===== src/sv/utf8d_pkg.sv =====
// utf8d_pkg: shared types and constants of the UTF-8 stream decoder.
// Used by every module of the block; depends on nothing.
`timescale 1ns / 1ps
`default_nettype none

package utf8d_pkg;

  localparam logic [20:0] REPLACEMENT = 21'h00FFFD;

  typedef struct packed {
    logic [7:0] data_byte;
    logic       stream_end;
  } in_item_t;

  typedef struct packed {
    logic [20:0] code_point;
    logic        is_replacement;
    logic        run_last;
    logic        stream_last;
  } out_item_t;

  // Work for the back end from one input byte: rep_count replacements,
  // then the decoded value if has_cp is set.
  typedef struct packed {
    logic [2:0]  rep_count;
    logic        has_cp;
    logic [20:0] cp;
    logic        stream_end;
  } job_t;

  typedef struct packed {
    logic full;
    logic empty;
  } q_status_t;

endpackage

`default_nettype wire


===== src/sv/utf8d_front.sv =====
// utf8d_front: accepts bytes, tracks the open sequence and turns each byte
// into a job for the back end. Depends on utf8d_pkg.
`timescale 1ns / 1ps
`default_nettype none

module utf8d_front (
  input  wire logic                 clk,
  input  wire logic                 rst,
  input  wire logic                 byte_valid,
  output logic                      byte_ready,
  input  wire utf8d_pkg::in_item_t  byte_item,
  input  wire utf8d_pkg::q_status_t qstat,
  output logic                      push,
  output utf8d_pkg::job_t           job
);

  logic [20:0] partial_value, partial_value_next;
  logic [1:0]  bytes_still_needed, bytes_still_needed_next;
  logic [1:0]  continuations_held, continuations_held_next;
  logic        take;
  logic        lead;
  logic [7:0]  b;

  assign b          = byte_item.data_byte;
  assign byte_ready = !qstat.full;
  assign take       = byte_valid && byte_ready;

  always_comb begin
    partial_value_next      = partial_value;
    bytes_still_needed_next = bytes_still_needed;
    continuations_held_next = continuations_held;
    job.rep_count  = 3'd0;
    job.has_cp     = 1'b0;
    job.cp         = '0;
    job.stream_end = byte_item.stream_end;
    lead           = 1'b1;

    if (bytes_still_needed != 2'd0) begin
      if (b[7:6] == 2'b10) begin
        lead = 1'b0;
        partial_value_next      = {partial_value[14:0], b[5:0]};
        bytes_still_needed_next = bytes_still_needed - 2'd1;
        if (bytes_still_needed == 2'd1) begin
          job.has_cp = 1'b1;
          job.cp     = {partial_value[14:0], b[5:0]};
          partial_value_next      = '0;
          continuations_held_next = 2'd0;
        end else begin
          continuations_held_next = continuations_held + 2'd1;
        end
      end else begin
        // broken sequence: lead byte plus each held continuation
        job.rep_count = 3'd1 + {1'b0, continuations_held};
      end
    end

    if (lead) begin
      partial_value_next      = '0;
      bytes_still_needed_next = 2'd0;
      continuations_held_next = 2'd0;
      if (!b[7]) begin
        job.has_cp = 1'b1;
        job.cp     = {13'd0, b};
      end else if (b[7:5] == 3'b110) begin
        partial_value_next      = {16'd0, b[4:0]};
        bytes_still_needed_next = 2'd1;
      end else if (b[7:4] == 4'b1110) begin
        partial_value_next      = {17'd0, b[3:0]};
        bytes_still_needed_next = 2'd2;
      end else if (b[7:3] == 5'b11110) begin
        partial_value_next      = {18'd0, b[2:0]};
        bytes_still_needed_next = 2'd3;
      end else begin
        job.rep_count = job.rep_count + 3'd1;
      end
    end

    // truncated stream
    if (byte_item.stream_end && bytes_still_needed_next != 2'd0) begin
      job.rep_count = job.rep_count + 3'd1 + {1'b0, continuations_held_next};
      partial_value_next      = '0;
      bytes_still_needed_next = 2'd0;
      continuations_held_next = 2'd0;
    end
  end

  assign push = take && (job.rep_count != 3'd0 || job.has_cp);

  always_ff @(posedge clk) begin
    if (rst) begin
      partial_value      <= '0;
      bytes_still_needed <= 2'd0;
      continuations_held <= 2'd0;
    end else if (take) begin
      partial_value      <= partial_value_next;
      bytes_still_needed <= bytes_still_needed_next;
      continuations_held <= continuations_held_next;
    end
  end

`ifndef ASSERT_OFF
  a_end_idle: assert property (@(posedge clk) disable iff (rst)
    take && byte_item.stream_end |=> bytes_still_needed == 2'd0)
    else $error("sequence left open after end of stream");

  a_end_yields: assert property (@(posedge clk) disable iff (rst)
    take && byte_item.stream_end |-> push)
    else $error("end of stream produced no job");
`endif

endmodule

`default_nettype wire


===== src/sv/utf8d_queue.sv =====
// utf8d_queue: short flop-based job queue between front and back end.
// Depends on utf8d_pkg.
`timescale 1ns / 1ps
`default_nettype none

module utf8d_queue #(
  parameter int DEPTH = 4
) (
  input  wire logic                 clk,
  input  wire logic                 rst,
  input  wire logic                 push,
  input  wire utf8d_pkg::job_t      push_job,
  input  wire logic                 pop,
  output utf8d_pkg::job_t           head,
  output utf8d_pkg::q_status_t      qstat
);

  localparam int PTR_W = (DEPTH > 1) ? $clog2(DEPTH) : 1;
  localparam int CNT_W = $clog2(DEPTH + 1);

  utf8d_pkg::job_t entries [DEPTH];
  logic [PTR_W-1:0] wptr, rptr;
  logic [CNT_W-1:0] count;

  assign head        = entries[rptr];
  assign qstat.full  = (count == CNT_W'(DEPTH));
  assign qstat.empty = (count == '0);

  always_ff @(posedge clk) begin
    if (push) begin
      entries[wptr] <= push_job;
    end
  end

  always_ff @(posedge clk) begin
    if (rst) begin
      wptr  <= '0;
      rptr  <= '0;
      count <= '0;
    end else begin
      if (push) begin
        wptr <= (wptr == PTR_W'(DEPTH - 1)) ? '0 : wptr + 1'b1;
      end
      if (pop) begin
        rptr <= (rptr == PTR_W'(DEPTH - 1)) ? '0 : rptr + 1'b1;
      end
      if (push && !pop) begin
        count <= count + 1'b1;
      end else if (pop && !push) begin
        count <= count - 1'b1;
      end
    end
  end

`ifndef ASSERT_OFF
  a_no_overflow: assert property (@(posedge clk) disable iff (rst)
    !(push && qstat.full))
    else $error("transfer into a full queue");

  a_no_underflow: assert property (@(posedge clk) disable iff (rst)
    !(pop && qstat.empty))
    else $error("pop from an empty queue");
`endif

endmodule

`default_nettype wire


===== src/sv/utf8d_back.sv =====
// utf8d_back: expands jobs into result items, one per cycle while cp_ready
// allows, behind an output register. Depends on utf8d_pkg.
`timescale 1ns / 1ps
`default_nettype none

module utf8d_back (
  input  wire logic                 clk,
  input  wire logic                 rst,
  input  wire utf8d_pkg::q_status_t qstat,
  input  wire utf8d_pkg::job_t      head,
  output logic                      pop,
  output logic                      cp_valid,
  input  wire logic                 cp_ready,
  output utf8d_pkg::out_item_t      cp_item
);

  utf8d_pkg::job_t      cur;
  logic                 cur_valid;
  utf8d_pkg::out_item_t item;
  logic                 last;
  logic                 adv;

  always_comb begin
    if (cur.rep_count != 3'd0) begin
      last                = (cur.rep_count == 3'd1) && !cur.has_cp;
      item.code_point     = utf8d_pkg::REPLACEMENT;
      item.is_replacement = 1'b1;
    end else begin
      last                = 1'b1;
      item.code_point     = cur.cp;
      item.is_replacement = 1'b0;
    end
    item.run_last    = last;
    item.stream_last = last && cur.stream_end;
  end

  assign adv = cur_valid && (!cp_valid || cp_ready);
  assign pop = !qstat.empty && (!cur_valid || (adv && last));

  always_ff @(posedge clk) begin
    if (rst) begin
      cur_valid <= 1'b0;
      cp_valid  <= 1'b0;
    end else begin
      if (pop) begin
        cur_valid <= 1'b1;
      end else if (adv && last) begin
        cur_valid <= 1'b0;
      end
      if (adv) begin
        cp_valid <= 1'b1;
      end else if (cp_ready) begin
        cp_valid <= 1'b0;
      end
    end
  end

  always_ff @(posedge clk) begin
    if (pop) begin
      cur <= head;
    end else if (adv && cur.rep_count != 3'd0) begin
      cur.rep_count <= cur.rep_count - 3'd1;
    end
    if (adv) begin
      cp_item <= item;
    end
  end

`ifndef ASSERT_OFF
  a_rep_value: assert property (@(posedge clk) disable iff (rst)
    cp_valid && cp_item.is_replacement |-> cp_item.code_point == utf8d_pkg::REPLACEMENT)
    else $error("replacement flag on a non-replacement value");

  a_stream_run: assert property (@(posedge clk) disable iff (rst)
    cp_valid && cp_item.stream_last |-> cp_item.run_last)
    else $error("stream end not on last result of its byte");
`endif

endmodule

`default_nettype wire


===== src/sv/utf8_stream_decoder_top.sv =====
// utf8_stream_decoder_top: top level of the UTF-8 stream decoder.
// Instantiates utf8d_front, utf8d_queue and utf8d_back; uses utf8d_pkg.
`timescale 1ns / 1ps
`default_nettype none

// Streaming UTF-8 decoder. One byte is taken per cycle while byte_ready is
// high; each byte yields zero to four result items, and the result port
// delivers at most one item per cycle from its output register. A byte that
// only opens or extends a sequence yields nothing; a well-formed stream
// therefore runs at one byte per cycle while cp_ready stays high. An error
// burst of k replacements holds the result side for k items, absorbed by a
// job queue of QUEUE_DEPTH entries between the byte classifier and the result
// expander; byte_ready drops only while that queue is full. Overlong forms
// and surrogates pass through as decoded values.
module utf8_stream_decoder_top #(
  parameter int QUEUE_DEPTH = 4
) (
  input  wire logic                 clk,
  input  wire logic                 rst,
  input  wire logic                 byte_valid,
  output logic                      byte_ready,
  input  wire utf8d_pkg::in_item_t  byte_item,
  output logic                      cp_valid,
  input  wire logic                 cp_ready,
  output utf8d_pkg::out_item_t      cp_item
);

  utf8d_pkg::q_status_t qstat;
  utf8d_pkg::job_t      push_job;
  utf8d_pkg::job_t      head;
  logic                 push;
  logic                 pop;

  utf8d_front u_front (
    .clk        (clk),
    .rst        (rst),
    .byte_valid (byte_valid),
    .byte_ready (byte_ready),
    .byte_item  (byte_item),
    .qstat      (qstat),
    .push       (push),
    .job        (push_job)
  );

  utf8d_queue #(
    .DEPTH (QUEUE_DEPTH)
  ) u_queue (
    .clk      (clk),
    .rst      (rst),
    .push     (push),
    .push_job (push_job),
    .pop      (pop),
    .head     (head),
    .qstat    (qstat)
  );

  utf8d_back u_back (
    .clk      (clk),
    .rst      (rst),
    .qstat    (qstat),
    .head     (head),
    .pop      (pop),
    .cp_valid (cp_valid),
    .cp_ready (cp_ready),
    .cp_item  (cp_item)
  );

endmodule

`default_nettype wire

===== config.mk =====
export PLATFORM = sky130hd
export DESIGN_NAME = utf8_stream_decoder_top
export DESIGN_NICKNAME = d
export VERILOG_FILES = /design/src/sv/utf8d_pkg.sv /design/src/sv/utf8d_front.sv /design/src/sv/utf8d_queue.sv /design/src/sv/utf8d_back.sv /design/src/sv/utf8_stream_decoder_top.sv
export SDC_FILE = /design/constraint.sdc
export NUM_CORES = 1
export LEC_CHECK = 0
export ABC_CLOCK_PERIOD_IN_PS = 9500
export BUFFER_PORTS_ARGS = -buffer_cell sky130_fd_sc_hd__buf_2
export CELL_PAD_IN_SITES_DETAIL_PLACEMENT = 0
export CELL_PAD_IN_SITES_GLOBAL_PLACEMENT = 1
export CORE_ASPECT_RATIO = 0.9
export CORE_MARGIN = 2
export CORE_UTILIZATION = 56
export CTS_CLUSTER_DIAMETER = 80
export DETAILED_ROUTE_END_ITERATION = 7
export PLACE_DENSITY = 0.89
export SYNTH_ARGS = -nofsm -noshare
export SYNTH_HDL_FRONTEND = slang
export SYNTH_HIERARCHICAL = 1
export SYNTH_SLANG_ARGS = --single-unit
export TNS_END_PERCENT = 30

===== constraint.sdc =====
create_clock -name clk -period 9.5 [get_ports clk]
set_input_delay 2.375 -clock clk [delete_from_list [all_inputs] [get_ports clk]]
set_output_delay 2.375 -clock clk [all_outputs]
set_load 0.05 [all_outputs]

==> results_dict.tcl, run 1 <==
set metrics [dict create \
    ios 39 \
    rsz0062_at_grt "false" \
    synth-main-ff-cell "edfxtp_1" \
    most-common-layout-cells "154 x edfxtp_1, 38 x buf_2, 31 x and2_1, 30 x dfxtp_1, 25 x nand2_1" \
    async_flop_share_pct 0 \
    initial_core_util_pct 57.9 \
    ys_seq_area_share_pct 70.3 \
    slowest_delay_ns 0.39 \
    gp_congestion 0.794 \
    cts_buffer_depth 2 \
    p_leak_nw 2.80 \
    max_freq_ghz 0.174 \
    wl_mm 12.0 \
    drive_above_1_share_pct 21.3 \
    vias 3875 \
    hold_depth 2 \
    htree_levels 4 \
    worstSetupPathType "in2reg" \
    cts_buffers 17 \
    cp.arrival_ns 6.12 \
    cts_tree "built" \
    antenna_cells 0 \
    yosys_warnings 6 \
    drcViolationCount 0 \
    yosys.area_share.simple_pct 10.2 \
    synth_compound_gate_area_share_pct 4.09 \
    skew_ns 0.00947 \
    antenna_left 0 \
    hold_viol 0 \
    yosys-top-cells-area "edfxtp_1 62%, dfxtp_1 8.1%, mux4_2 6.1%" \
    final_nets 523 \
    fp.dieH_um 113 \
    startpoint_type "primary input" \
    status "finished, final reports clean" \
    place_hpwl_mm 7.39 \
    critPathTopFamily "adder cells" \
    dieArea_mm2 0.0142 \
    clkTransAtPathRegs_ns 0.06 \
    synthToLayoutAreaGrowth_pct 11.3 \
    max-slew-margin-rel_pct 29.9 \
    row_count 39 \
    synthAdderAreaFrac_pct 2.89 \
    post_cts_buffers 0 \
    synth_top_area_cell "edfxtp_1" \
    viasPerCell 5.77 \
    muxShareOfSynthArea_pct 9.53 \
    cts_resized 0 \
    first_pass_iters 5 \
    finalCritPeriodShare_pct 60.7 \
    synth-edff-count 154 \
    antenna_found_initial 0 \
    post_dp_cell_area_mm2 0.00775 \
    grt_first_pass_wirelength_mm 19.6 \
    timing.max_cap.violations 0 \
    ff2ff_path_depth 15 \
    syn_nets 479 \
    powerDensity_mw_per_mm2 277 \
    ys_types 51 \
    cts_root_buf "clkbuf_16" \
    final_cells 671 \
    cp_num_buf_inv 2 \
    synth-seq-cells 184 \
    slowest_stage "a32oi_1" \
    irDropWorstVdd_mv 0.189 \
    die_w_um 125 \
    wl_per_cell_um 17.8 \
    synth_top_family_by_area "simple AND/OR/NAND/NOR gates" \
    crit_start "byte_item[7]" \
    final_cell_area_mm2 0.00828 \
    synth_area_per_cell_um2 16.5 \
    worst_slew_pin_slew_ns 1.05 \
    finalCriticalPeriod_ns 5.76 \
    critPathRequiredTime_ns 9.85 \
    power.total_w 0.00229 \
    hp-class "reg2reg" \
    grt_start_max_net_pins 30 \
    final.setup.tns_ns 0 \
    final_common_cell "edfxtp_1" \
    grt_pass1_vias 3789 \
    clkLatencyLatePin_ns 0.43 \
    synth_xor_area_share_pct 0.471 \
    critPathMaxFanout 14 \
    finalSetupViolations 0 \
    synth_area_mm2 0.00743 \
    place_inst 639 \
    holdBufCountCts 0 \
    drtIter0Drc 248 \
    grt_overflow_total 0 \
    core_area_mm2 0.0128 \
    slew_violations 0 \
    min_from "u_front/partial_value[9]$_SDFFE_PP0P_" \
    end_kind "register" \
    crit_chain "buf_2 -> and2b_1 -> nor3b_1 -> ha_1 -> a32oi_1 -> fa_1 -> nand2b_1 -> a21oi_1 -> xnor2_1 -> o31a_1 -> ha_1 -> inv_1 -> fa_1 -> xor2_1 -> or3_1 -> a21oi_1" \
    worst_r2r_startpoint "u_front/bytes_still_needed[0]$_SDFFE_PP0P_" \
    cp.depth 16 \
    cts.sinks 184 \
    track_usage_pct 18.2 \
    synthCells 450 \
    portBuffers 38 \
    synth.top_cell.area_share_pct 62.2 \
]
-- synthesized netlist by cell type, types with 2 or more instances --
| cell type | count |
|---|---|
| nand2_1 | 25 |
| nor3_1 | 3 |
| a32o_1 | 3 |
| or3_1 | 3 |
| fa_1 | 2 |
| mux2_4 | 2 |
| ha_1 | 14 |
| nand3_1 | 6 |
| nor2b_1 | 6 |
| nor3b_1 | 3 |
| xor2_1 | 3 |
| edfxtp_1 | 154 |
| nor4b_1 | 2 |
| inv_1 | 14 |
| buf_4 | 2 |
| nand2b_1 | 18 |
| and2_1 | 31 |
| a21oi_1 | 20 |
| buf_2 | 4 |
| dfxtp_1 | 30 |
| mux4_2 | 20 |
| nand4_1 | 11 |
| mux2i_1 | 7 |
| nor2_1 | 21 |
| buf_6 | 2 |
| a31oi_1 | 2 |
| buf_12 | 2 |
| o21ai_0 | 3 |
| mux4_1 | 6 |
| clkbuf_1 | 8 |
| o31a_1 | 3 |
-- through the flow --
step / utilization (%) / hold slack [ns] / worst slack (ns)
floorplan: - / 0.427 / 3.76
global placement: 60.4 / 0.440 / 3.45
detailed placement: 60.4 / 0.443 / 3.34
CTS: 64.5 / 0.452 / 3.77
global route: 64.5 / 0.478 / 3.47
finish: 64.5 / 0.453 / 3.74
-- routing by layer --
metal	global-route usage, %	part of all wire, %
met1	23.4	42
met2	30.2	50
met5	0	0
met4	8.96	2.4
met3	3.45	5.4
-- registers in the layout, indices dropped and copies added, names as in the netlist, named ones only --
| signal | count |
|---|---|
| u_queue/count | 3 |
| u_queue/entries | 104 |
| u_back/cur | 26 |
| u_front/bytes_still_needed | 2 |
| u_back/cp_valid | 1 |
| u_front/partial_value | 15 |
| u_back/cp_item | 24 |
| u_queue/wptr | 2 |
| u_front/continuations_held | 2 |
| u_back/cur_valid | 1 |
| u_queue/rptr | 2 |
-- final timing paths --
kind | end | slack [ns]
worst max-delay path | u_queue/count[2]$_SDFFE_PP0P_ | 3.74
worst min-delay path | u_front/partial_value[9]$_SDFFE_PP0P_ | 0.45
worst max register to register | u_queue/count[2]$_SDFFE_PP0P_ | 5.26
worst min register to register | u_front/partial_value[9]$_SDFFE_PP0P_ | 0.45
-- final cells by class --
class	instances	area (µm²)
repair buffers	45	243
clock buffers	17	425
well taps	164	205
fillers	893	4560
clock inverters	15	100
inverters	14	52.6
flip-flops and latches	184	5230
multi-input cells	232	2030
-- worst register-to-register path, cell delays in order, from the launching register on --
cell and delay, ns:
dfxtp_1 0.37, inv_1 0.06, ha_1 0.34, nor3_2 0.67, nand2_1 0.20, fa_1 0.41
nand2b_1 0.15, a21oi_1 0.15, xnor2_1 0.23, o31a_1 0.34, ha_1 0.23, inv_1 0.06
fa_1 0.37, xor2_1 0.16, or3_1 0.30, a21oi_1 0.14
-- logic make-up (layout without fill, tap and decap cells) --
family	Yosys count	in the layout
flip-flops	184	184
buffers and inverters	34	91
AND/OR/NAND/NOR	136	136
AO/OA/AOI/OAI	41	41
XOR/XNOR	4	4
adder cells (fa/ha/maj)	16	16
multiplexers	35	35
-- where the power goes --
part	switching, W	total, W	internal (W)
clock	0.000286	0.000619	0.000333
sequential	0.0000387	0.00110	0.00106
combinational	0.000350	0.000571	0.000220
total	0.000675	0.00229	0.00162
Power figures use the tool's default switching activity.
==> inputs of run 2 (changes only) <==
Settings changed: ABC_CLOCK_PERIOD_IN_PS 9500 to 4800, CORE_UTILIZATION 56 to 47, PLACE_DENSITY 0.89 to 0.8.
Clock period 9.5 ns to 4.8 ns, I/O delays scaled along.
==> results_dict.tcl, run 2 (synthesized netlist as in run 1, its figures left out) <==
set metrics [dict create \
    wirelength_met1_mm 5.42 \
    slew_violations 0 \
    initial_core_util_pct 48.1 \
    skew_ns 0.00989 \
    antenna_left 0 \
    post_dp_cell_area_mm2 0.00790 \
    highest_layer "met4" \
    synthToLayoutAreaGrowth_pct 13.8 \
    vias 3779 \
    irDropWorstVdd_mv 0.284 \
    postLayoutCoreUtil_pct 54.8 \
    clkLatencyLatePin_ns 0.43 \
    preCtsSetupSlack_ns 0.0290 \
    grt_start_max_net_pins 30 \
    htree_levels 4 \
    status "finished, final reports clean" \
    antenna_found_initial 0 \
    cp_num_buf_inv 2 \
    worstSetupPathType "in2reg" \
    cts_buffers 17 \
    die_w_um 137 \
    first_pass_iters 5 \
    cp.arrival_ns 4.76 \
    startpoint_type "primary input" \
    critPathTopFamily "adder cells" \
    rsz0062_at_grt "false" \
    cts_root_buf "clkbuf_16" \
    finalCriticalPeriod_ns 4.41 \
    drcViolationCount 0 \
    antenna_cells 0 \
    crit_chain "buf_2 -> and2b_1 -> nor3b_1 -> ha_1 -> a32oi_1 -> fa_1 -> nand3_1 -> a21oi_1 -> a31oi_1 -> o31a_1 -> ha_1 -> inv_1 -> fa_1 -> xor2_1 -> or3_1 -> a21oi_1" \
    most-common-layout-cells "154 x edfxtp_1, 38 x buf_2, 31 x and2_1, 30 x dfxtp_1, 25 x nand2_1" \
    powerDensity_mw_per_mm2 551 \
    drive_above_1_share_pct 22.4 \
    largest_reg_flops 104 \
    fp.dieH_um 123 \
    gp_congestion 0.833 \
    final_common_cell "edfxtp_1" \
    setup_slack_ns 0.395 \
    final_nets 530 \
    dieArea_mm2 0.0168 \
    core_area_mm2 0.0154 \
    reg_top3 "u_queue/entries (104), u_back/cur (26), u_back/cp_item (24)" \
    wl_mm 12.4 \
    cts_buffer_depth 2 \
    cts_tree "built" \
    row_count 43 \
    regMostFlops "u_queue/entries" \
    power.total_w 0.00466 \
    drtIter0Drc 338 \
    grt_overflow_total 0 \
    wl_per_cell_um 17.3 \
    portBuffers 38 \
    finalCritPeriodShare_pct 91.8 \
    ios 39 \
    grt_pass1_vias 3774 \
    slowest_stage "fa_1" \
    max-slew-margin-rel_pct 46.0 \
    slowest_delay_ns 0.50 \
    cts_resized 0 \
    viasPerCell 5.28 \
    critPathMaxFanout 6 \
    finalSetupViolations 0 \
    critPathRequiredTime_ns 5.15 \
    worst_slew_pin_slew_ns 0.803 \
    hold_viol 0 \
    post_cts_buffers 0 \
    hp-class "reg2reg" \
    end_kind "register" \
    wl_met2_mm 6.27 \
    cts.sinks 184 \
    track_usage_pct 16.2 \
    timing.max_cap.violations 0 \
    place_hpwl_mm 7.63 \
    final_cell_area_mm2 0.00846 \
    clkTransAtPathRegs_ns 0.06 \
    grt_first_pass_wirelength_mm 19.8 \
    wl_met3_um 590 \
    final.setup.tns_ns 0 \
    holdBufCountCts 0 \
    p_leak_nw 2.86 \
    max_freq_ghz 0.227 \
]
-- run 2: worst paths after layout --
kind / start / end / slack, ns / depth (start not counted)
max reg2reg: u_front/bytes_still_needed[0]$_SDFFE_PP0P_ / u_queue/count[2]$_SDFFE_PP0P_ / 0.66 / 16
max: byte_item[8] / u_queue/count[2]$_SDFFE_PP0P_ / 0.39 / 16
min reg2reg: u_front/partial_value[9]$_SDFFE_PP0P_ / u_front/partial_value[9]$_SDFFE_PP0P_ / 0.45 / 2
min: u_front/partial_value[9]$_SDFFE_PP0P_ / u_front/partial_value[9]$_SDFFE_PP0P_ / 0.45 / 2
-- run 2: cell type report --
type,instances,area (µm²)
Sequential cell,184,5230
Timing Repair Buffer,52,345
Fill cell,1216,6980
Tap cell,202,253
Multi-Input combinational cell,232,2020
Clock buffer,19,433
Clock inverter,13,131
Inverter,14,52.6
-- run 2: where the power goes --
group | leakage (nW) | total (W) | internal, W | switching (W)
Combinational | 0.933 | 0.00115 | 0.000457 | 0.000691
Clock | 0.277 | 0.00133 | 0.000763 | 0.000568
Sequential | 1.65 | 0.00219 | 0.00210 | 0.0000814
Total | 2.86 | 0.00466 | 0.00332 | 0.00134
-- run 2: metrics by stage --
step           instances  hold WS (ns)
2_1_floorplan        450         0.427
6_report             716         0.453
5_1_grt              716         0.468
3_5_place_dp         684         0.445
3_3_place_gp         684         0.442
4_1_cts              716         0.455
-- run 2: routing by layer --
metal,track usage (%),up-vias
li1,-,1821
met1,20.6,1882
met2,26.2,71
met3,5.41,5
met4,5.60,0
met5,0,-
-- run 2: tightest hold or removal path, stage by stage (launching register included) --
cell and delay (ns):
dfxtp_1 0.31, nand2_1 0.05, a21oi_1 0.05
==> inputs of run 3 (changes only) <==
Settings changed: ABC_CLOCK_PERIOD_IN_PS 4800 to 5300, CORE_UTILIZATION 47 to 56, PLACE_DENSITY 0.8 to 0.89.
Clock period 4.8 ns to 5.3 ns, I/O delays scaled along.
==> results_dict.tcl, run 3 (synthesized netlist as in run 1, its figures left out) <==
set metrics [dict create \
    cts_tree "built" \
    p_clk_share_pct 28.8 \
    largest_reg_flops 104 \
    portBuffers 38 \
    max_freq_ghz 0.212 \
    rsz0062_at_grt "false" \
    cts.sinks 184 \
    synthToLayoutAreaGrowth_pct 12.3 \
    wl_per_cell_um 18.2 \
    post_cts_buffers 0 \
    hp-class "reg2reg" \
    die_w_um 125 \
    p_switching_w 0.00121 \
    grt_overflow_total 0 \
    dieArea_mm2 0.0142 \
    antenna_found_initial 0 \
    cp.arrival_ns 5.06 \
    end_kind "register" \
    max-slew-margin-rel_pct 38.2 \
    drcViolationCount 0 \
    critPathRequiredTime_ns 5.64 \
    drive_above_1_share_pct 21.4 \
    holdBufCountCts 0 \
    worst_slew_pin_slew_ns 0.922 \
    hold_viol 0 \
    postLayoutCoreUtil_pct 65.1 \
    grt_start_max_net_pins 30 \
    initial_core_util_pct 57.9 \
    skew_ns 0.00803 \
    finalCritPeriodShare_pct 89.0 \
    cts_buffer_depth 2 \
    p_sw_share_pct 28.6 \
    viasPerCell 5.70 \
    timing.max_cap.violations 0 \
    first_pass_iters 4 \
    finalCriticalPeriod_ns 4.72 \
    slew_violations 0 \
    status "finished, final reports clean" \
    place_hpwl_mm 7.45 \
    htree_levels 4 \
    antenna_cells 0 \
    fp.dieH_um 113 \
    gp_congestion 0.814 \
    clkLatencyLatePin_ns 0.41 \
    grt_first_pass_wirelength_mm 20.0 \
    finalSetupViolations 0 \
    antenna_left 0 \
    p_int_w 0.00302 \
    core_area_mm2 0.0128 \
    pwr-share-seq_pct 46.8 \
    wl_mm 12.3 \
    drtIter0Drc 251 \
    cts_root_buf "clkbuf_16" \
    startpoint_type "primary input" \
    track_usage_pct 18.6 \
    cts_buffers 17 \
    reg_top3 "u_queue/entries (104), u_back/cur (26), u_back/cp_item (24)" \
    clkTransAtPathRegs_ns 0.07 \
    critPathMaxFanout 14 \
    most-common-layout-cells "154 x edfxtp_1, 38 x buf_2, 31 x and2_1, 30 x dfxtp_1, 25 x nand2_1" \
    regMostFlops "u_queue/entries" \
    powerDensity_mw_per_mm2 507 \
    combPwrFrac_pct 24.5 \
    final_nets 526 \
    cts_resized 0 \
    p_leak_nw 2.82 \
    ios 39 \
    row_count 39 \
    irDropWorstVdd_mv 0.301 \
    grt_pass1_vias 3864 \
    worstSetupPathType "in2reg" \
    final_common_cell "edfxtp_1" \
    vias 3842 \
    final.setup.tns_ns 0 \
    fill_cells 865 \
]
## run 3: per-stage QoR
stage	setup WS, ns	cells	hold WS, ns	power (W)	area, µm²
after global routing	0.271	674	0.480	0.00442	8350
after CTS	0.599	674	0.457	0.00427	8350
final	0.583	674	0.457	0.00423	8350
after floorplan	0.612	450	0.427	0.00285	7430
after detailed placement	0.174	642	0.448	0.00306	7770
after global placement	0.326	642	0.436	0.00301	7770
## run 3: layout make-up
type	instances	area, µm²	share of cell area [%]
flip-flops and latches	184	5230	62.6
multi-input cells	232	2030	24.3
clock buffers	23	458	5.48
repair buffers	48	265	3.18
well taps	164	205	2.46
clock inverters	9	118	1.41
inverters	14	52.6	0.629
## run 3: per-layer routing
metal | vias up | routed length [µm] | GRT usage (%)
met5 | - | 0 | 0
met4 | 0 | 277 | 7.78
met3 | 24 | 654 | 4.68
met2 | 122 | 6100 | 31.0
met1 | 1890 | 5230 | 23.6
li1 | 1806 | - | -
## run 3: final timing paths
| kind | startpoint | to | slack, ns | depth (start not counted) |
|---|---|---|---|---|
| min | u_front/partial_value[12]$_SDFFE_PP0P_ | u_front/partial_value[12]$_SDFFE_PP0P_ | 0.46 | 2 |
| max | byte_item[7] | u_queue/count[2]$_SDFFE_PP0P_ | 0.58 | 16 |
| max reg2reg | u_front/bytes_still_needed[0]$_SDFFE_PP0P_ | u_queue/count[2]$_SDFFE_PP0P_ | 1.12 | 16 |
| min reg2reg | u_front/partial_value[12]$_SDFFE_PP0P_ | u_front/partial_value[12]$_SDFFE_PP0P_ | 0.46 | 2 |
## run 3: critical path, cell delays in order
cell	delay, ns
buf_2	0.22
and2b_1	0.24
nor3b_1	0.27
ha_1	0.29
a32oi_1	0.37
fa_1	0.24
nand2b_1	0.10
a21oi_1	0.05
xnor2_1	0.35
o31a_1	0.34
ha_1	0.23
inv_1	0.06
fa_1	0.38
xor2_1	0.16
or3_1	0.30
a21oi_1	0.14
## run 3: power by group through the flow
stage / clock [W] / combinational (W) / sequential (W)
after global routing: 0.00129 / 0.00113 / 0.00200
after global placement: 0 / 0.00101 / 0.00200
after detailed placement: 0 / 0.00105 / 0.00201
after floorplan: 0 / 0.000698 / 0.00215
after CTS: 0.00124 / 0.00105 / 0.00198
final: 0.00122 / 0.00103 / 0.00198
